===== src/rtl/tqjd_pkg.sv =====
// ----------------------------------------------------------------------------
// tqjd_pkg
// Shared codes, defaults and controller/datapath interface types.
// ----------------------------------------------------------------------------
`timescale 1ns / 1ps

package tqjd_pkg;

    localparam int DEF_NUM_SERVERS = 8;
    localparam int DEF_NUM_TYPES   = 8;
    localparam int DEF_RING_DEPTH  = 128;

    localparam logic [1:0] OP_ARRIVE  = 2'd0;
    localparam logic [1:0] OP_DEPART  = 2'd1;
    localparam logic [1:0] OP_RESTART = 2'd2;
    localparam logic [1:0] OP_NONE    = 2'd3;

    localparam logic [2:0] OUT_ASSIGNED  = 3'd0;
    localparam logic [2:0] OUT_LOST      = 3'd1;
    localparam logic [2:0] OUT_DEPARTED  = 3'd2;
    localparam logic [2:0] OUT_IGNORED   = 3'd3;
    localparam logic [2:0] OUT_RESTARTED = 3'd4;

    localparam logic [1:0] CFG_COMPAT      = 2'd0;
    localparam logic [1:0] CFG_TOKEN_CNTS  = 2'd1;
    localparam logic [1:0] CFG_NUM_TYPES   = 2'd2;
    localparam logic [1:0] CFG_NUM_SERVERS = 2'd3;

    typedef struct packed {
        logic accept;
        logic decode;
        logic scan;
        logic shift;
        logic restart;
        logic load;
    } tqjd_cmd_t;

    typedef struct packed {
        logic [1:0] op;
        logic       arr_ok;
        logic       scan_done;
        logic       scan_hit;
        logic       shift_done;
        logic       restart_done;
    } tqjd_status_t;

endpackage


===== src/rtl/token_queue_job_dispatcher_unit.sv =====
// A departure, or an arrival lost at decode, goes from decode to the response state, where
// its result loads once the output is free. An arrival that walks the ring scans from head
// to tail for the server's earliest token and, if found, shifts the tokens ahead of it; the
// ring port walks one entry a cycle. Restart enqueues the token count of each server in use.
// One item is in work at a time; the next is accepted in the cycle after the result is loaded.
// Reset clears control state, assignments, job counts and configuration; ring contents stay.
`timescale 1ns / 1ps

// ----------------------------------------------------------------------------
// token_queue_job_dispatcher_unit
// Job dispatcher driven by an ordered ring of idle-server tokens.
// ----------------------------------------------------------------------------
module token_queue_job_dispatcher_unit #(
    parameter int NUM_SERVERS = tqjd_pkg::DEF_NUM_SERVERS,
    parameter int NUM_TYPES   = tqjd_pkg::DEF_NUM_TYPES,
    parameter int RING_DEPTH  = tqjd_pkg::DEF_RING_DEPTH
) (
    input  logic        aclk,
    input  logic        aresetn,
    input  logic        s_valid,
    output logic        s_ready,
    input  logic [1:0]  s_op,
    input  logic [2:0]  s_job_type,
    input  logic [2:0]  s_server,
    output logic        m_valid,
    input  logic        m_ready,
    output logic [2:0]  m_outcome,
    output logic [2:0]  m_chosen_server,
    output logic [3:0]  m_jobs_at_server,
    output logic [6:0]  m_tokens_queued,
    input  logic        cfg_we,
    input  logic [1:0]  cfg_index,
    input  logic [63:0] cfg_wdata
);
    import tqjd_pkg::*;

    tqjd_cmd_t    cmd;
    tqjd_status_t status;

    tqjd_ctrl u_ctrl (
        .aclk    (aclk),
        .aresetn (aresetn),
        .s_valid (s_valid),
        .s_ready (s_ready),
        .m_valid (m_valid),
        .m_ready (m_ready),
        .status  (status),
        .cmd     (cmd)
    );

    tqjd_datapath #(
        .NUM_SERVERS (NUM_SERVERS),
        .NUM_TYPES   (NUM_TYPES),
        .RING_DEPTH  (RING_DEPTH)
    ) u_dp (
        .aclk             (aclk),
        .aresetn          (aresetn),
        .s_op             (s_op),
        .s_job_type       (s_job_type),
        .s_server         (s_server),
        .cfg_we           (cfg_we),
        .cfg_index        (cfg_index),
        .cfg_wdata        (cfg_wdata),
        .cmd              (cmd),
        .status           (status),
        .m_outcome        (m_outcome),
        .m_chosen_server  (m_chosen_server),
        .m_jobs_at_server (m_jobs_at_server),
        .m_tokens_queued  (m_tokens_queued)
    );

endmodule


===== src/rtl/tqjd_ctrl.sv =====
// ----------------------------------------------------------------------------
// tqjd_ctrl
// Sequencer for the dispatcher: accepts an item, steps the datapath through
// its ring walks and hands the result to the output register.
// ----------------------------------------------------------------------------
`timescale 1ns / 1ps

module tqjd_ctrl (
    input  logic                   aclk,
    input  logic                   aresetn,
    input  logic                   s_valid,
    output logic                   s_ready,
    output logic                   m_valid,
    input  logic                   m_ready,
    input  tqjd_pkg::tqjd_status_t status,
    output tqjd_pkg::tqjd_cmd_t    cmd
);
    import tqjd_pkg::*;

    localparam logic [2:0] ST_IDLE    = 3'd0;
    localparam logic [2:0] ST_DECODE  = 3'd1;
    localparam logic [2:0] ST_SCAN    = 3'd2;
    localparam logic [2:0] ST_SHIFT   = 3'd3;
    localparam logic [2:0] ST_RESTART = 3'd4;
    localparam logic [2:0] ST_RESP    = 3'd5;

    logic [2:0] state_reg, state_next;
    logic       m_valid_reg, m_valid_next;
    logic       out_free;

    assign s_ready  = (state_reg == ST_IDLE);
    assign m_valid  = m_valid_reg;
    assign out_free = !m_valid_reg || m_ready;

    always_comb begin
        state_next   = state_reg;
        m_valid_next = m_valid_reg && !m_ready;
        cmd          = '0;
        unique case (state_reg)
            ST_IDLE: begin
                if (s_valid) begin
                    cmd.accept = 1'b1;
                    state_next = ST_DECODE;
                end
            end
            ST_DECODE: begin
                cmd.decode = 1'b1;
                unique case (status.op)
                    OP_ARRIVE:  state_next = status.arr_ok ? ST_SCAN : ST_RESP;
                    OP_DEPART:  state_next = ST_RESP;
                    OP_RESTART: state_next = ST_RESTART;
                    default:    state_next = ST_IDLE;
                endcase
            end
            ST_SCAN: begin
                cmd.scan = 1'b1;
                if (status.scan_done) begin
                    state_next = status.scan_hit ? ST_SHIFT : ST_RESP;
                end
            end
            ST_SHIFT: begin
                cmd.shift = 1'b1;
                if (status.shift_done) begin
                    state_next = ST_RESP;
                end
            end
            ST_RESTART: begin
                cmd.restart = 1'b1;
                if (status.restart_done) begin
                    state_next = ST_RESP;
                end
            end
            ST_RESP: begin
                if (out_free) begin
                    cmd.load     = 1'b1;
                    m_valid_next = 1'b1;
                    state_next   = ST_IDLE;
                end
            end
            default: state_next = ST_IDLE;
        endcase
    end

    always_ff @(posedge aclk) begin
        if (!aresetn) begin
            state_reg   <= ST_IDLE;
            m_valid_reg <= 1'b0;
        end else begin
            state_reg   <= state_next;
            m_valid_reg <= m_valid_next;
        end
    end

endmodule


===== src/rtl/tqjd_datapath.sv =====
// ----------------------------------------------------------------------------
// tqjd_datapath
// Token ring memory, pointers, type assignments, job counts, configuration
// registers and the result register.
// ----------------------------------------------------------------------------
`timescale 1ns / 1ps

module tqjd_datapath #(
    parameter int NUM_SERVERS = tqjd_pkg::DEF_NUM_SERVERS,
    parameter int NUM_TYPES   = tqjd_pkg::DEF_NUM_TYPES,
    parameter int RING_DEPTH  = tqjd_pkg::DEF_RING_DEPTH
) (
    input  logic                   aclk,
    input  logic                   aresetn,
    input  logic [1:0]             s_op,
    input  logic [2:0]             s_job_type,
    input  logic [2:0]             s_server,
    input  logic                   cfg_we,
    input  logic [1:0]             cfg_index,
    input  logic [63:0]            cfg_wdata,
    input  tqjd_pkg::tqjd_cmd_t    cmd,
    output tqjd_pkg::tqjd_status_t status,
    output logic [2:0]             m_outcome,
    output logic [2:0]             m_chosen_server,
    output logic [3:0]             m_jobs_at_server,
    output logic [6:0]             m_tokens_queued
);
    import tqjd_pkg::*;

    localparam int PW = $clog2(RING_DEPTH);
    localparam int SW = (NUM_SERVERS > 1) ? $clog2(NUM_SERVERS) : 1;
    localparam int TW = (NUM_TYPES > 1) ? $clog2(NUM_TYPES) : 1;
    localparam logic [PW-1:0] LAST_PTR  = PW'(RING_DEPTH - 1);
    localparam logic [PW:0]   FULL_CNT  = (PW + 1)'(RING_DEPTH - 1);
    localparam logic [PW:0]   DEPTH_EXT = (PW + 1)'(RING_DEPTH);
    localparam logic [3:0]    MAX_SRV   = 4'(NUM_SERVERS);
    localparam logic [3:0]    MAX_TYP   = 4'(NUM_TYPES);

    // Configuration registers.
    logic [63:0] compat_reg;
    logic [31:0] tcnt_reg;
    logic [3:0]  ntypes_reg;
    logic [3:0]  nsrv_reg;

    // Latched item.
    logic [1:0] op_reg, op_next;
    logic [2:0] type_reg, type_next;
    logic [2:0] srv_reg, srv_next;

    // Ring state.
    logic [2:0]    ring_mem [RING_DEPTH];
    logic [2:0]    rd_data_reg;
    logic [PW-1:0] rd_addr;
    logic          mem_we;
    logic [PW-1:0] mem_waddr;
    logic [2:0]    mem_wdata;
    logic [PW-1:0] head_reg, head_next;
    logic [PW-1:0] tail_reg, tail_next;

    logic       asg_valid_reg [NUM_TYPES];
    logic       asg_valid_next [NUM_TYPES];
    logic [2:0] asg_srv_reg [NUM_TYPES];
    logic [2:0] asg_srv_next [NUM_TYPES];
    logic [3:0] jobs_reg [NUM_SERVERS];
    logic [3:0] jobs_next [NUM_SERVERS];

    // Walk state.
    logic [PW-1:0] iss_reg, iss_next;
    logic          pend_reg, pend_next;
    logic [PW-1:0] pend_addr_reg, pend_addr_next;
    logic          hit_reg, hit_next;
    logic [PW-1:0] hit_addr_reg, hit_addr_next;
    logic [2:0]    carry_reg, carry_next;
    logic [2:0]    tgt_reg, tgt_next;
    logic [PW-1:0] shq_reg, shq_next;
    logic          shfirst_reg, shfirst_next;
    logic [3:0]    rs_srv_reg, rs_srv_next;
    logic [3:0]    rs_left_reg, rs_left_next;
    logic [2:0]    rs_cur_reg, rs_cur_next;

    // Pending result.
    logic [2:0] res_outcome_reg, res_outcome_next;
    logic [2:0] res_chosen_reg, res_chosen_next;
    logic       res_jv_reg, res_jv_next;

    logic [3:0]    eff_srv, eff_typ;
    logic [PW-1:0] ring_cnt;
    logic          ring_full;
    logic          arr_ok;
    logic          srv_ok;
    logic          issue;
    logic          clear_all, unasg_en, claim_en;
    logic [2:0]    claim_srv;
    logic [3:0]    rs_cnt;
    logic [8:0]    cnt_wide;

    function automatic logic [PW-1:0] ring_nxt(input logic [PW-1:0] p);
        return (p == LAST_PTR) ? '0 : p + PW'(1);
    endfunction

    function automatic logic [PW-1:0] ring_len(input logic [PW-1:0] h,
                                               input logic [PW-1:0] t);
        logic [PW:0] d;
        d = {1'b0, t} - {1'b0, h};
        if (t < h) begin
            d = d + DEPTH_EXT;
        end
        return d[PW-1:0];
    endfunction

    assign eff_srv   = (nsrv_reg > MAX_SRV) ? MAX_SRV : nsrv_reg;
    assign eff_typ   = (ntypes_reg > MAX_TYP) ? MAX_TYP : ntypes_reg;
    assign ring_cnt  = ring_len(head_reg, tail_reg);
    assign ring_full = ({1'b0, ring_cnt} >= FULL_CNT);
    assign arr_ok    = ({1'b0, type_reg} < eff_typ) && asg_valid_reg[type_reg[TW-1:0]]
                       && ({1'b0, asg_srv_reg[type_reg[TW-1:0]]} < MAX_SRV);
    assign srv_ok    = ({1'b0, srv_reg} < eff_srv);
    assign issue     = (iss_reg != tail_reg);
    assign rs_cnt    = tcnt_reg[{rs_srv_reg[2:0], 2'b00} +: 4];
    assign rd_addr   = cmd.shift ? ring_nxt(shq_reg) : iss_reg;

    assign status.op           = op_reg;
    assign status.arr_ok       = arr_ok;
    assign status.scan_done    = !pend_reg && !issue;
    assign status.scan_hit     = hit_reg;
    assign status.shift_done   = (shq_reg == hit_addr_reg);
    assign status.restart_done = (rs_left_reg == 4'd0) && (rs_srv_reg >= eff_srv);

    always_comb begin
        op_next          = op_reg;
        type_next        = type_reg;
        srv_next         = srv_reg;
        head_next        = head_reg;
        tail_next        = tail_reg;
        iss_next         = iss_reg;
        pend_next        = pend_reg;
        pend_addr_next   = pend_addr_reg;
        hit_next         = hit_reg;
        hit_addr_next    = hit_addr_reg;
        carry_next       = carry_reg;
        tgt_next         = tgt_reg;
        shq_next         = shq_reg;
        shfirst_next     = shfirst_reg;
        rs_srv_next      = rs_srv_reg;
        rs_left_next     = rs_left_reg;
        rs_cur_next      = rs_cur_reg;
        res_outcome_next = res_outcome_reg;
        res_chosen_next  = res_chosen_reg;
        res_jv_next      = res_jv_reg;
        jobs_next        = jobs_reg;
        mem_we           = 1'b0;
        mem_waddr        = tail_reg;
        mem_wdata        = srv_reg;
        clear_all        = 1'b0;
        unasg_en         = 1'b0;
        claim_en         = 1'b0;
        claim_srv        = srv_reg;

        if (cmd.accept) begin
            op_next   = s_op;
            type_next = s_job_type;
            srv_next  = s_server;
        end

        if (cmd.decode) begin
            case (op_reg)
                OP_ARRIVE: begin
                    res_outcome_next = OUT_LOST;
                    res_chosen_next  = 3'd0;
                    res_jv_next      = 1'b0;
                    tgt_next         = asg_srv_reg[type_reg[TW-1:0]];
                    iss_next         = head_reg;
                    pend_next        = 1'b0;
                    hit_next         = 1'b0;
                    shq_next         = head_reg;
                    shfirst_next     = 1'b1;
                end
                OP_DEPART: begin
                    res_outcome_next = OUT_IGNORED;
                    res_chosen_next  = srv_reg;
                    res_jv_next      = srv_ok;
                    if (srv_ok && (jobs_reg[srv_reg[SW-1:0]] != 4'd0)) begin
                        jobs_next[srv_reg[SW-1:0]] = jobs_reg[srv_reg[SW-1:0]] - 4'd1;
                        res_outcome_next = OUT_DEPARTED;
                        if (!ring_full) begin
                            mem_we    = 1'b1;
                            tail_next = ring_nxt(tail_reg);
                            claim_en  = 1'b1;
                        end
                    end
                end
                OP_RESTART: begin
                    res_outcome_next = OUT_RESTARTED;
                    res_chosen_next  = 3'd0;
                    res_jv_next      = 1'b0;
                    head_next        = '0;
                    tail_next        = '0;
                    clear_all        = 1'b1;
                    rs_srv_next      = 4'd0;
                    rs_left_next     = 4'd0;
                    for (int i = 0; i < NUM_SERVERS; i++) begin
                        jobs_next[i] = 4'd0;
                    end
                end
                default: ;
            endcase
        end

        // Walk from head to tail: find the server's earliest token, then let
        // every token behind it reclaim the freed types.
        if (cmd.scan) begin
            pend_next      = issue;
            pend_addr_next = iss_reg;
            if (issue) begin
                iss_next = ring_nxt(iss_reg);
            end
            if (pend_reg) begin
                if (pend_addr_reg == head_reg) begin
                    carry_next = rd_data_reg;
                end
                if (!hit_reg) begin
                    if (rd_data_reg == tgt_reg) begin
                        hit_next      = 1'b1;
                        hit_addr_next = pend_addr_reg;
                        unasg_en      = 1'b1;
                    end
                end else begin
                    claim_en  = 1'b1;
                    claim_srv = rd_data_reg;
                end
            end
        end

        // Close the gap: tokens ahead of the removed one move back one slot.
        if (cmd.shift) begin
            if (shq_reg == hit_addr_reg) begin
                head_next = ring_nxt(head_reg);
                if (jobs_reg[tgt_reg[SW-1:0]] != 4'd15) begin
                    jobs_next[tgt_reg[SW-1:0]] = jobs_reg[tgt_reg[SW-1:0]] + 4'd1;
                end
                res_outcome_next = OUT_ASSIGNED;
                res_chosen_next  = tgt_reg;
                res_jv_next      = 1'b1;
            end else begin
                mem_we       = 1'b1;
                mem_waddr    = ring_nxt(shq_reg);
                mem_wdata    = shfirst_reg ? carry_reg : rd_data_reg;
                shq_next     = ring_nxt(shq_reg);
                shfirst_next = 1'b0;
            end
        end

        if (cmd.restart) begin
            if (rs_left_reg == 4'd0) begin
                if (rs_srv_reg < eff_srv) begin
                    rs_left_next = rs_cnt;
                    rs_cur_next  = rs_srv_reg[2:0];
                    rs_srv_next  = rs_srv_reg + 4'd1;
                    if (rs_cnt != 4'd0) begin
                        claim_en  = 1'b1;
                        claim_srv = rs_srv_reg[2:0];
                    end
                end
            end else begin
                rs_left_next = rs_left_reg - 4'd1;
                if (!ring_full) begin
                    mem_we    = 1'b1;
                    mem_wdata = rs_cur_reg;
                    tail_next = ring_nxt(tail_reg);
                end
            end
        end

        for (int k = 0; k < NUM_TYPES; k++) begin
            asg_valid_next[k] = asg_valid_reg[k];
            asg_srv_next[k]   = asg_srv_reg[k];
            if (clear_all) begin
                asg_valid_next[k] = 1'b0;
            end
            if (unasg_en && asg_valid_reg[k] && (asg_srv_reg[k] == tgt_reg)) begin
                asg_valid_next[k] = 1'b0;
            end
            if (claim_en && !asg_valid_next[k] && ({1'b0, claim_srv} < eff_srv)
                && (4'(k) < eff_typ) && compat_reg[{claim_srv, 3'(k)}]) begin
                asg_valid_next[k] = 1'b1;
                asg_srv_next[k]   = claim_srv;
            end
        end
    end

    always_ff @(posedge aclk) begin
        if (mem_we) begin
            ring_mem[mem_waddr] <= mem_wdata;
        end
        rd_data_reg <= ring_mem[rd_addr];
    end

    always_ff @(posedge aclk) begin
        if (!aresetn) begin
            compat_reg <= '0;
            tcnt_reg   <= '0;
            ntypes_reg <= '0;
            nsrv_reg   <= '0;
        end else if (cfg_we) begin
            unique case (cfg_index)
                CFG_COMPAT:      compat_reg <= cfg_wdata;
                CFG_TOKEN_CNTS:  tcnt_reg   <= cfg_wdata[31:0];
                CFG_NUM_TYPES:   ntypes_reg <= cfg_wdata[3:0];
                CFG_NUM_SERVERS: nsrv_reg   <= cfg_wdata[3:0];
                default: ;
            endcase
        end
    end

    always_ff @(posedge aclk) begin
        if (!aresetn) begin
            head_reg    <= '0;
            tail_reg    <= '0;
            pend_reg    <= 1'b0;
            hit_reg     <= 1'b0;
            rs_srv_reg  <= '0;
            rs_left_reg <= '0;
            for (int k = 0; k < NUM_TYPES; k++) begin
                asg_valid_reg[k] <= 1'b0;
            end
            for (int i = 0; i < NUM_SERVERS; i++) begin
                jobs_reg[i] <= 4'd0;
            end
        end else begin
            head_reg    <= head_next;
            tail_reg    <= tail_next;
            pend_reg    <= pend_next;
            hit_reg     <= hit_next;
            rs_srv_reg  <= rs_srv_next;
            rs_left_reg <= rs_left_next;
            asg_valid_reg <= asg_valid_next;
            jobs_reg      <= jobs_next;
        end
    end

    always_ff @(posedge aclk) begin
        op_reg          <= op_next;
        type_reg        <= type_next;
        srv_reg         <= srv_next;
        asg_srv_reg     <= asg_srv_next;
        iss_reg         <= iss_next;
        pend_addr_reg   <= pend_addr_next;
        hit_addr_reg    <= hit_addr_next;
        carry_reg       <= carry_next;
        tgt_reg         <= tgt_next;
        shq_reg         <= shq_next;
        shfirst_reg     <= shfirst_next;
        rs_cur_reg      <= rs_cur_next;
        res_outcome_reg <= res_outcome_next;
        res_chosen_reg  <= res_chosen_next;
        res_jv_reg      <= res_jv_next;
    end

    assign cnt_wide = 9'(ring_cnt);

    always_ff @(posedge aclk) begin
        if (cmd.load) begin
            m_outcome        <= res_outcome_reg;
            m_chosen_server  <= res_chosen_reg;
            m_jobs_at_server <= res_jv_reg ? jobs_reg[res_chosen_reg[SW-1:0]] : 4'd0;
            m_tokens_queued  <= (cnt_wide > 9'd127) ? 7'd127 : cnt_wide[6:0];
        end
    end

endmodule


===== config.mk =====
export PLATFORM = sky130hd
export DESIGN_NAME = token_queue_job_dispatcher_unit
export DESIGN_NICKNAME = d
export VERILOG_FILES = /design/src/rtl/tqjd_pkg.sv /design/src/rtl/token_queue_job_dispatcher_unit.sv /design/src/rtl/tqjd_ctrl.sv /design/src/rtl/tqjd_datapath.sv
export SDC_FILE = /design/constraint.sdc
export NUM_CORES = 1
export LEC_CHECK = 0
export BUFFER_PORTS_ARGS = -buffer_cell sky130_fd_sc_hd__buf_2
export CORE_MARGIN = 4
export CORE_UTILIZATION = 45
export DETAILED_ROUTE_END_ITERATION = 7
export PLACE_DENSITY_LB_ADDON = 0.3
export SLEW_MARGIN = 5
export SYNTH_ARGS = -nofsm -noshare
export SYNTH_HDL_FRONTEND = slang
export SYNTH_SLANG_ARGS = --single-unit

===== constraint.sdc =====
create_clock -name aclk -period 13.4 [get_ports aclk]
set_input_delay 0.67 -clock aclk [delete_from_list [all_inputs] [get_ports aclk]]
set_output_delay 0.67 -clock aclk [all_outputs]
set_load 0.01 [all_outputs]

**Yosys cells after proc, flatten, opt, wreduce, memory -nomap -nowiden**

Memory sizes are Yosys's and may differ from the RTL's. A register that Yosys moved wholly into a read port is not among the register bits.
Cells that the tools add are included.

- Logic and storage cells: 410
- Output and inout port bits: 19
- Bits in registers: 266
- RAM bits: 384
- Memories kept: 1

Memories:

| name | depth | width | rd ports | clocked after Yosys merged registers in | wr ports | line | RTL |
|---|---|---|---|---|---|---|---|
| u_dp.ring_mem | 128 | 3 | 1 | 1 | 1 | tqjd_datapath.sv:51 | `logic [2:0] ring_mem [RING_DEPTH];` |

- Bitwise operators: 5
- Shift operators: 1
- Order comparisons: 32
- Equality and inequality tests: 32
- Add/subtract/negate cells: 10
- Reduce and logical (&&, ||, !) cells: 87
- Muxes and demuxes: 188

Operator list:

| kind | count |
|---|---|
| 7-bit two-way mux | 26 |
| 32-bit two-way mux | 5 |
| 1-bit two-way mux | 85 |
| 3-bit two-way mux | 28 |
| 4-bit two-way mux | 20 |
| 32-bit bitwise mux | 2 |
| 32-bit one-hot mux with 2 select lines | 1 |
| 6-bit by 7-bit < comparator with 1-bit output (second input constant) | 8 |
| 1-bit logical AND | 55 |
| 4-bit binary-select mux with 3-bit select | 3 |
| 7-bit by 1-bit adder with 7-bit output (second input constant) | 5 |
| 32-bit by 6-bit variable part select with 4-bit output | 1 |
| 7-bit == test (second input constant) | 4 |
| 1-bit binary-select mux with 3-bit select | 9 |
| 3-bit == test | 9 |
| 4-bit demux with 3-bit select | 2 |
| 3-bit one-hot mux with 3 select lines | 2 |
| 3-bit one-hot mux with 6 select lines | 1 |
| 4-bit greater-or-equal comparator (second input constant) | 4 |
| 3-bit by 4-bit < comparator with 1-bit output (first input constant) | 4 |
| 3-bit inverter with 4-bit output | 4 |
| 7-bit == test | 2 |
| 7-bit one-hot mux with 2 select lines | 1 |
| 1-bit logical NOT | 12 |
| 37 further kinds | 62 |

**Logic depth before layout (Yosys ltp)**

- Depth in word-level cells: 21
- Depth in mapped cells: 16
- Gate-level depth less buffers: 16

**Cells and area by module**

Synthesis repeated with hierarchy kept, for this count alone.

- Cell total of the unflattened synthesis: 3,003
- Area, all modules: 31,114.8 sq um

Modules (own cells, without submodules):

| module | cells an instance | instances | area each (sq um) |
|---|---|---|---|
| tqjd_datapath | 2,953 | 1 | 30,719.5 |
| tqjd_ctrl | 50 | 1 | 395.4 |

**Least setup slack after synthesis**

No wires, ideal clock.

- Path type: register -> register
- From: register u_dp.rs_srv_reg[0]
- To: register u_dp.asg_srv_reg[3] (netlist bit) (enable)
- Cell stages (with the launch flop): 15
- Data arrival time: 4,167 ps
- Path slack: 8,862 ps
- Path buffers: 2
- Data required time: 13,029 ps
- Cells stage by stage: dfxtp_1 > buf_6 > mux4_2 > mux2_2 > or4_1 > nand3_2 > nand2_1 > o21ai_1 > inv_1 > ha_1 > nor2b_1 > a22o_1 > a311o_1 > buf_2 > nor4_1

- Word-level cells in the longest chain between the ends: 10
- Elaborated cells between the ends (all ways): 18
- Classes of those cells: order compare: 2; shift: 1; mux: 10; reduce/logical: 5

Ends and longest elaborated chain:

| what | line | RTL |
|---|---|---|
| from (decl) | tqjd_datapath.sv:77 | `logic [3:0] rs_srv_reg, rs_srv_next;` |
| from (signal assigned) | tqjd_datapath.sv:334 | `rs_srv_reg <= rs_srv_next;` |
| 32-bit by 6-bit variable part select with 4-bit output | tqjd_datapath.sv:119 | `assign rs_cnt = tcnt_reg[{rs_srv_reg[2:0], 2'b00} +: 4];` |
| 4-bit nonzero test | tqjd_datapath.sv:259 | `if (rs_cnt != 4'd0) begin` |
| 3-bit two-way mux | tqjd_datapath.sv:259 |  |
| 3-bit two-way mux * | tqjd_datapath.sv:255 | `if (rs_srv_reg < eff_srv) begin` |
| 3-bit two-way mux * | tqjd_datapath.sv:254 | `if (rs_left_reg == 4'd0) begin` |
| 3-bit two-way mux * | tqjd_datapath.sv:253 | `if (cmd.restart) begin` |
| named net u_dp.claim_srv[2] | tqjd_datapath.sv:93 | `logic [2:0] claim_srv;` |
| 3-bit by 4-bit < comparator with 1-bit output | tqjd_datapath.sv:283 | `if (claim_en && !asg_valid_next[k] && ({1'b0, claim_srv} < eff_srv)` |
| 1-bit logical AND | tqjd_datapath.sv:283 |  |
| 1-bit logical AND | tqjd_datapath.sv:284 | `&& (4'(k) < eff_typ) && compat_reg[{claim_srv, 3'(k)}]) begin` |
| 1-bit logical AND * | tqjd_datapath.sv:284 |  |
| to (signal assigned) | tqjd_datapath.sv:345 | `asg_srv_reg <= asg_srv_next;` |
| to (decl) | tqjd_datapath.sv:62 | `logic [2:0] asg_srv_reg [NUM_TYPES];` |

The timed path passes the listed nets; every way through them passes the cells marked *. The select of a mux whose other input is x is not followed.
A chain may end at the register's enable or synchronous reset.

**Worst setup path after layout**

- From: register u_dp.rs_srv_reg[0]
- To: register u_dp.asg_srv_reg[9] (netlist bit) (enable)

The elaborated chain is that of the path after synthesis.

==> run summary <==
The type of the setup path with the least slack is reg2reg. The count of filler cells inserted in the layout came out at around 5.7k. The average instance area after synthesis came out at just over 10 um2. The number of clock buffers inserted by TritonCTS came out at 71.

Synthesis inferred 653 register bits. The internal portion of total power is 3610 uW. The maximum fanout encountered on the critical timing path is 14. In this run, distinct cell masters in the synthesized netlist total 72. The die covers roughly 70,000 um2.

Measured against its own limit, the worst slew margin works out to 0.195. After clock tree synthesis, the clock-pin slew on the worst setup and hold paths is roughly 0.060 ns. The die is 265 um tall.

Setup violations remaining at the end of the flow were counted as 0. The count of buffer and inverter cells on the critical path is 1. The wire length on met2 is 37,300 um. The global-route wire length before repair is 122,000 um.

The clock share of power came out at 0.422. The vias per cell came out at approximately 5.8. The number of buffers between clock root and the deepest sink came out at 3. The number of gates resized after CTS was 0. The switching portion of total power came out at 0.257. The number of remaining DRC errors came out at 0.

The post-route setup TNS is 0 ns. TritonCTS built the clock tree. The actual slew at the worst max-slew pin is 1.21 ns. The number of antenna violations at the first check in global routing came out at 0. The final global-route overflow total came out at 0.

The via count of the first global-routing pass is 21.7k. The number of flip-flops in the largest register is 384. The max-cap violation count is 0. The effective utilization at floorplan came out at 0.457. The post-synthesis net count came out at 2,982.

The slack of the worst reg-to-reg path came out at roughly 7.6 ns. Of the available clock period, the critical path in the final layout requires 0.431. In this run the critical register-to-register path is captured at u_dp.asg_srv_reg[9].

The count of routing violations after the opening detailed-route iteration came out at 1,997. The total count of hold-check failures in the final report is 0. The final-stage net count came out at 3,010. The clock latency reported for the late side of the worst-skew pair came out at between 0.6 and 0.7 ns. The data arrival time at the worst-slack endpoint came out at ~6.0 ns.

The global-route total usage across every layer is 0.217. The number of ports placed on the die boundary is 98. The reported net switching power came out at between 1000 and 1500 uW. Summing every instance area after synthesis gives 29,600 um2. The post-synthesis sequential area ratio came out at 0.595.

Detailed routing inserted a total of between 20k and 25k vias. The maximum ir drop on the vdd rail came out at between 0.08 and 0.09 mV. The total number of clock tree sinks is about 650. The area growth from synthesis to final layout is 12.3%. The remaining number of nets flagged by the antenna check after routing came out at 0. For this design the ratio of total power to cell area is 146 nW/um2. In the detailed route, the total length drawn on met3 is around 5600 um. The shortest period the worst path allows came out at between 5 and 6 ns. At the end of routability-driven placement, the weighted congestion stood at approximately 0.9. Signal routing reaches up to met4.

The number of buffers added to fix hold violations after cts came out at 0. The H-tree was split into 3 levels. In the synthesized netlist, the number of instances is between 2k and 3k.

The endpoint required time on the critical path is between 10 and 15 ns. The fraction of layout instances using a drive strength above 1 came out at 0.106. The hold-critical path endpoint is u_dp.type_reg[1].

The element type at the critical path start is a flip-flop. Traced cell by cell, the critical path runs through mux4_2, mux2_2, or4_1, nand3_2, nand2_1, o21ai_1, inv_1, ha_1, nor2b_1, a22o_1, a311o_1, nor4_1. The combinational fraction of design power came out at 0.109.

The root buffer cell chosen for the clock tree is sky130_fd_sc_hd__clkbuf_16. The share of power burned in registers is 0.469. For this run, the leading register cell type out of synthesis is sky130_fd_sc_hd__edfxtp_1.

During synthesis, Yosys emitted a total of 0 warnings. The flow ran to the end, and the final reports show no timing, DRC or antenna violations. The placed cell count is about 3.7k.

The share of synthesized flip-flops with an asynchronous set or reset came out at 0. The worst reg2reg path depth is 12. Setup repair after global routing left no endpoint under its margin. The pin count of the biggest net entering global routing came out at between 100 and 150.

The non-filler instance count after layout came out at between 3k and 4k. The total leakage power is around 0.012 uW. The total number of placement rows is 93. The min-delay analysis places its worst path in the category in2reg.

The startpoint identified for the worst hold timing path is s_job_type[1]. The number of pins with negative max-slew slack in the final report came out at 0. For this design, the slowest cell found on the critical path is sky130_fd_sc_hd__dfxtp_1. The startpoint identified for the worst register-to-register timing path is u_dp.rs_srv_reg[0]. The largest single stage delay on the critical path is a little under 0.8 ns. The post-CTS setup buffer count came out at 0. The antenna diode count is 0. STA classifies the critical path endpoint as a flip-flop. The number of enable flip-flop cells after synthesis came out at about 460.

After detailed routing, the average wire length per cell comes to a little over 20 um. Based on the critical path, the design can be clocked at up to 173 MHz. Summed over all layers, the routed wires come to 77,800 um. The number of port buffers is a little under 100.

The first-pass iteration count of the detailed router came out at 6. The critical path launch point is u_dp.rs_srv_reg[0]. The core region area came out at roughly 65,000 um2. The routed metal-1 wirelength came out at around 32,000 um.

Broken down by cell family, the worst path's largest delay share belongs to simple AND/OR/NAND/NOR gates. The clock skew after layout came out at approximately 0.044 ns. The horizontal extent of the die came out at roughly 260 um. The number of instances on the worst hold path is 1.

Detailed placement finished with a half-perimeter wire length of 50,700 um.
==> routing by layer <==
metal	up-vias	GRT usage
li1	10300	-
met1	10700	0.289
met2	929	0.359
met3	179	0.0380
met4	0	0.0782
met5	-	0
==> power groups by stage <==
stage	clock network (uW)	registers, uW	logic, uW
final	2050	2270	530
after global routing	2180	2280	576
after CTS	2090	2270	526
after detailed placement	0	2320	523
after global placement	0	2310	511
after floorplan	0	2280	365
==> cells by family (layout without fill, tap and decap cells) <==
logic type | count (synthesis) | in the layout | synth area share
AOI/OAI and AO/OA | 469 | 469 | 0.0977
and+or+nand+nor | 1334 | 1334 | 0.194
DFF | 653 | 653 | 0.595
adders and majority gates | 30 | 30 | 0.0129
muxes | 115 | 115 | 0.0556
buffers and inverters | 212 | 299 | 0.0275
xor gates and xnor gates | 60 | 60 | 0.0177
==> worst max-delay path by stage <==
stage                     endpoint  slack, ns  depth (start not counted)
4_1_cts        u_dp.asg_srv_reg[1]       7.61                         13
5_1_grt        u_dp.asg_srv_reg[1]       7.38                         13
2_1_floorplan  u_dp.asg_srv_reg[3]       8.86                         14
3_5_place_dp   u_dp.asg_srv_reg[0]       7.67                         13
3_3_place_gp   u_dp.asg_srv_reg[0]       7.78                         13
6_report       u_dp.asg_srv_reg[9]       7.63                         12
==> cell type report <==
class                   count  area [um2]  area share
well taps                 855        1070      0.0321
clock buffers              97        2000      0.0600
multi-input cells        2008       11300       0.338
repair buffers            128         718      0.0216
inverters                  39         149     0.00447
flip-flops and latches    653       17600       0.530
clock inverters            35         482      0.0145
==> Yosys cell counts (all sizes together) (24+ instances only) <==
library cell | instances | share of area
a21oi | 175 | 0.030
a31oi | 70 | 0.015
mux2i | 62 | 0.021
ha | 29 | 0.012
nand3 | 148 | 0.025
xnor2 | 38 | 0.011
nor3 | 24 | 0.0041
dfxtp | 197 | 0.13
and3 | 59 | 0.012
a311oi | 34 | 0.010
inv | 39 | 0.0049
edfxtp | 456 | 0.46
o21ai | 88 | 0.015
nand2b | 25 | 0.0053
nand2 | 756 | 0.096
mux4 | 38 | 0.029
clkbuf | 140 | 0.018
nor2 | 222 | 0.028
buf | 33 | 0.0048
==> layout by cell type, fill, tap and decap left out, types with 12 or more instances in the layout <==
| cell | count |
|---|---|
| sky130_fd_sc_hd__a21oi_1 | 174 |
| sky130_fd_sc_hd__clkbuf_16 | 73 |
| sky130_fd_sc_hd__nor2b_1 | 15 |
| sky130_fd_sc_hd__o22ai_1 | 18 |
| sky130_fd_sc_hd__o21ai_0 | 86 |
| sky130_fd_sc_hd__xnor2_1 | 38 |
| sky130_fd_sc_hd__xor2_1 | 22 |
| sky130_fd_sc_hd__nand2_1 | 755 |
| sky130_fd_sc_hd__nand3_1 | 147 |
| sky130_fd_sc_hd__buf_4 | 31 |
| sky130_fd_sc_hd__a31oi_1 | 70 |
| sky130_fd_sc_hd__and3_1 | 59 |
| sky130_fd_sc_hd__ha_1 | 29 |
| sky130_fd_sc_hd__inv_1 | 38 |
| sky130_fd_sc_hd__mux4_2 | 38 |
| sky130_fd_sc_hd__edfxtp_1 | 456 |
| sky130_fd_sc_hd__nor4_1 | 18 |
| sky130_fd_sc_hd__clkbuf_1 | 15 |
| sky130_fd_sc_hd__buf_2 | 97 |
| sky130_fd_sc_hd__clkinv_2 | 12 |
| sky130_fd_sc_hd__mux2i_1 | 60 |
| sky130_fd_sc_hd__nand2b_1 | 25 |
| sky130_fd_sc_hd__nor2_1 | 221 |
| sky130_fd_sc_hd__nor3_1 | 24 |
| sky130_fd_sc_hd__dfxtp_1 | 197 |
| sky130_fd_sc_hd__a311oi_1 | 34 |
==> per-stage QoR <==
stage          utilization  hold slack (ns)  cell area [um2]  power, uW  worst slack, ns
2_1_floorplan            -            0.406            29600       2640             8.86
3_3_place_gp         0.476            0.434            30800       2820             7.78
3_5_place_dp         0.476            0.441            30800       2840             7.67
4_1_cts              0.514            0.175            33300       4890             7.61
5_1_grt              0.514            0.195            33300       5030             7.38
6_report             0.514            0.210            33300       4850             7.63
==> worst register-to-register path: cells and delay by family, from the launching register on <==
kind	cells	cell delay (ns)
muxes	2	0.88
DFF	1	0.78
and+or+nand+nor	5	1.70
adders and majority gates	1	0.38
AOI/OAI and AO/OA	3	1.29
buffers and inverters	1	0.38
Note: power is estimated with default switching activity, not from simulation.
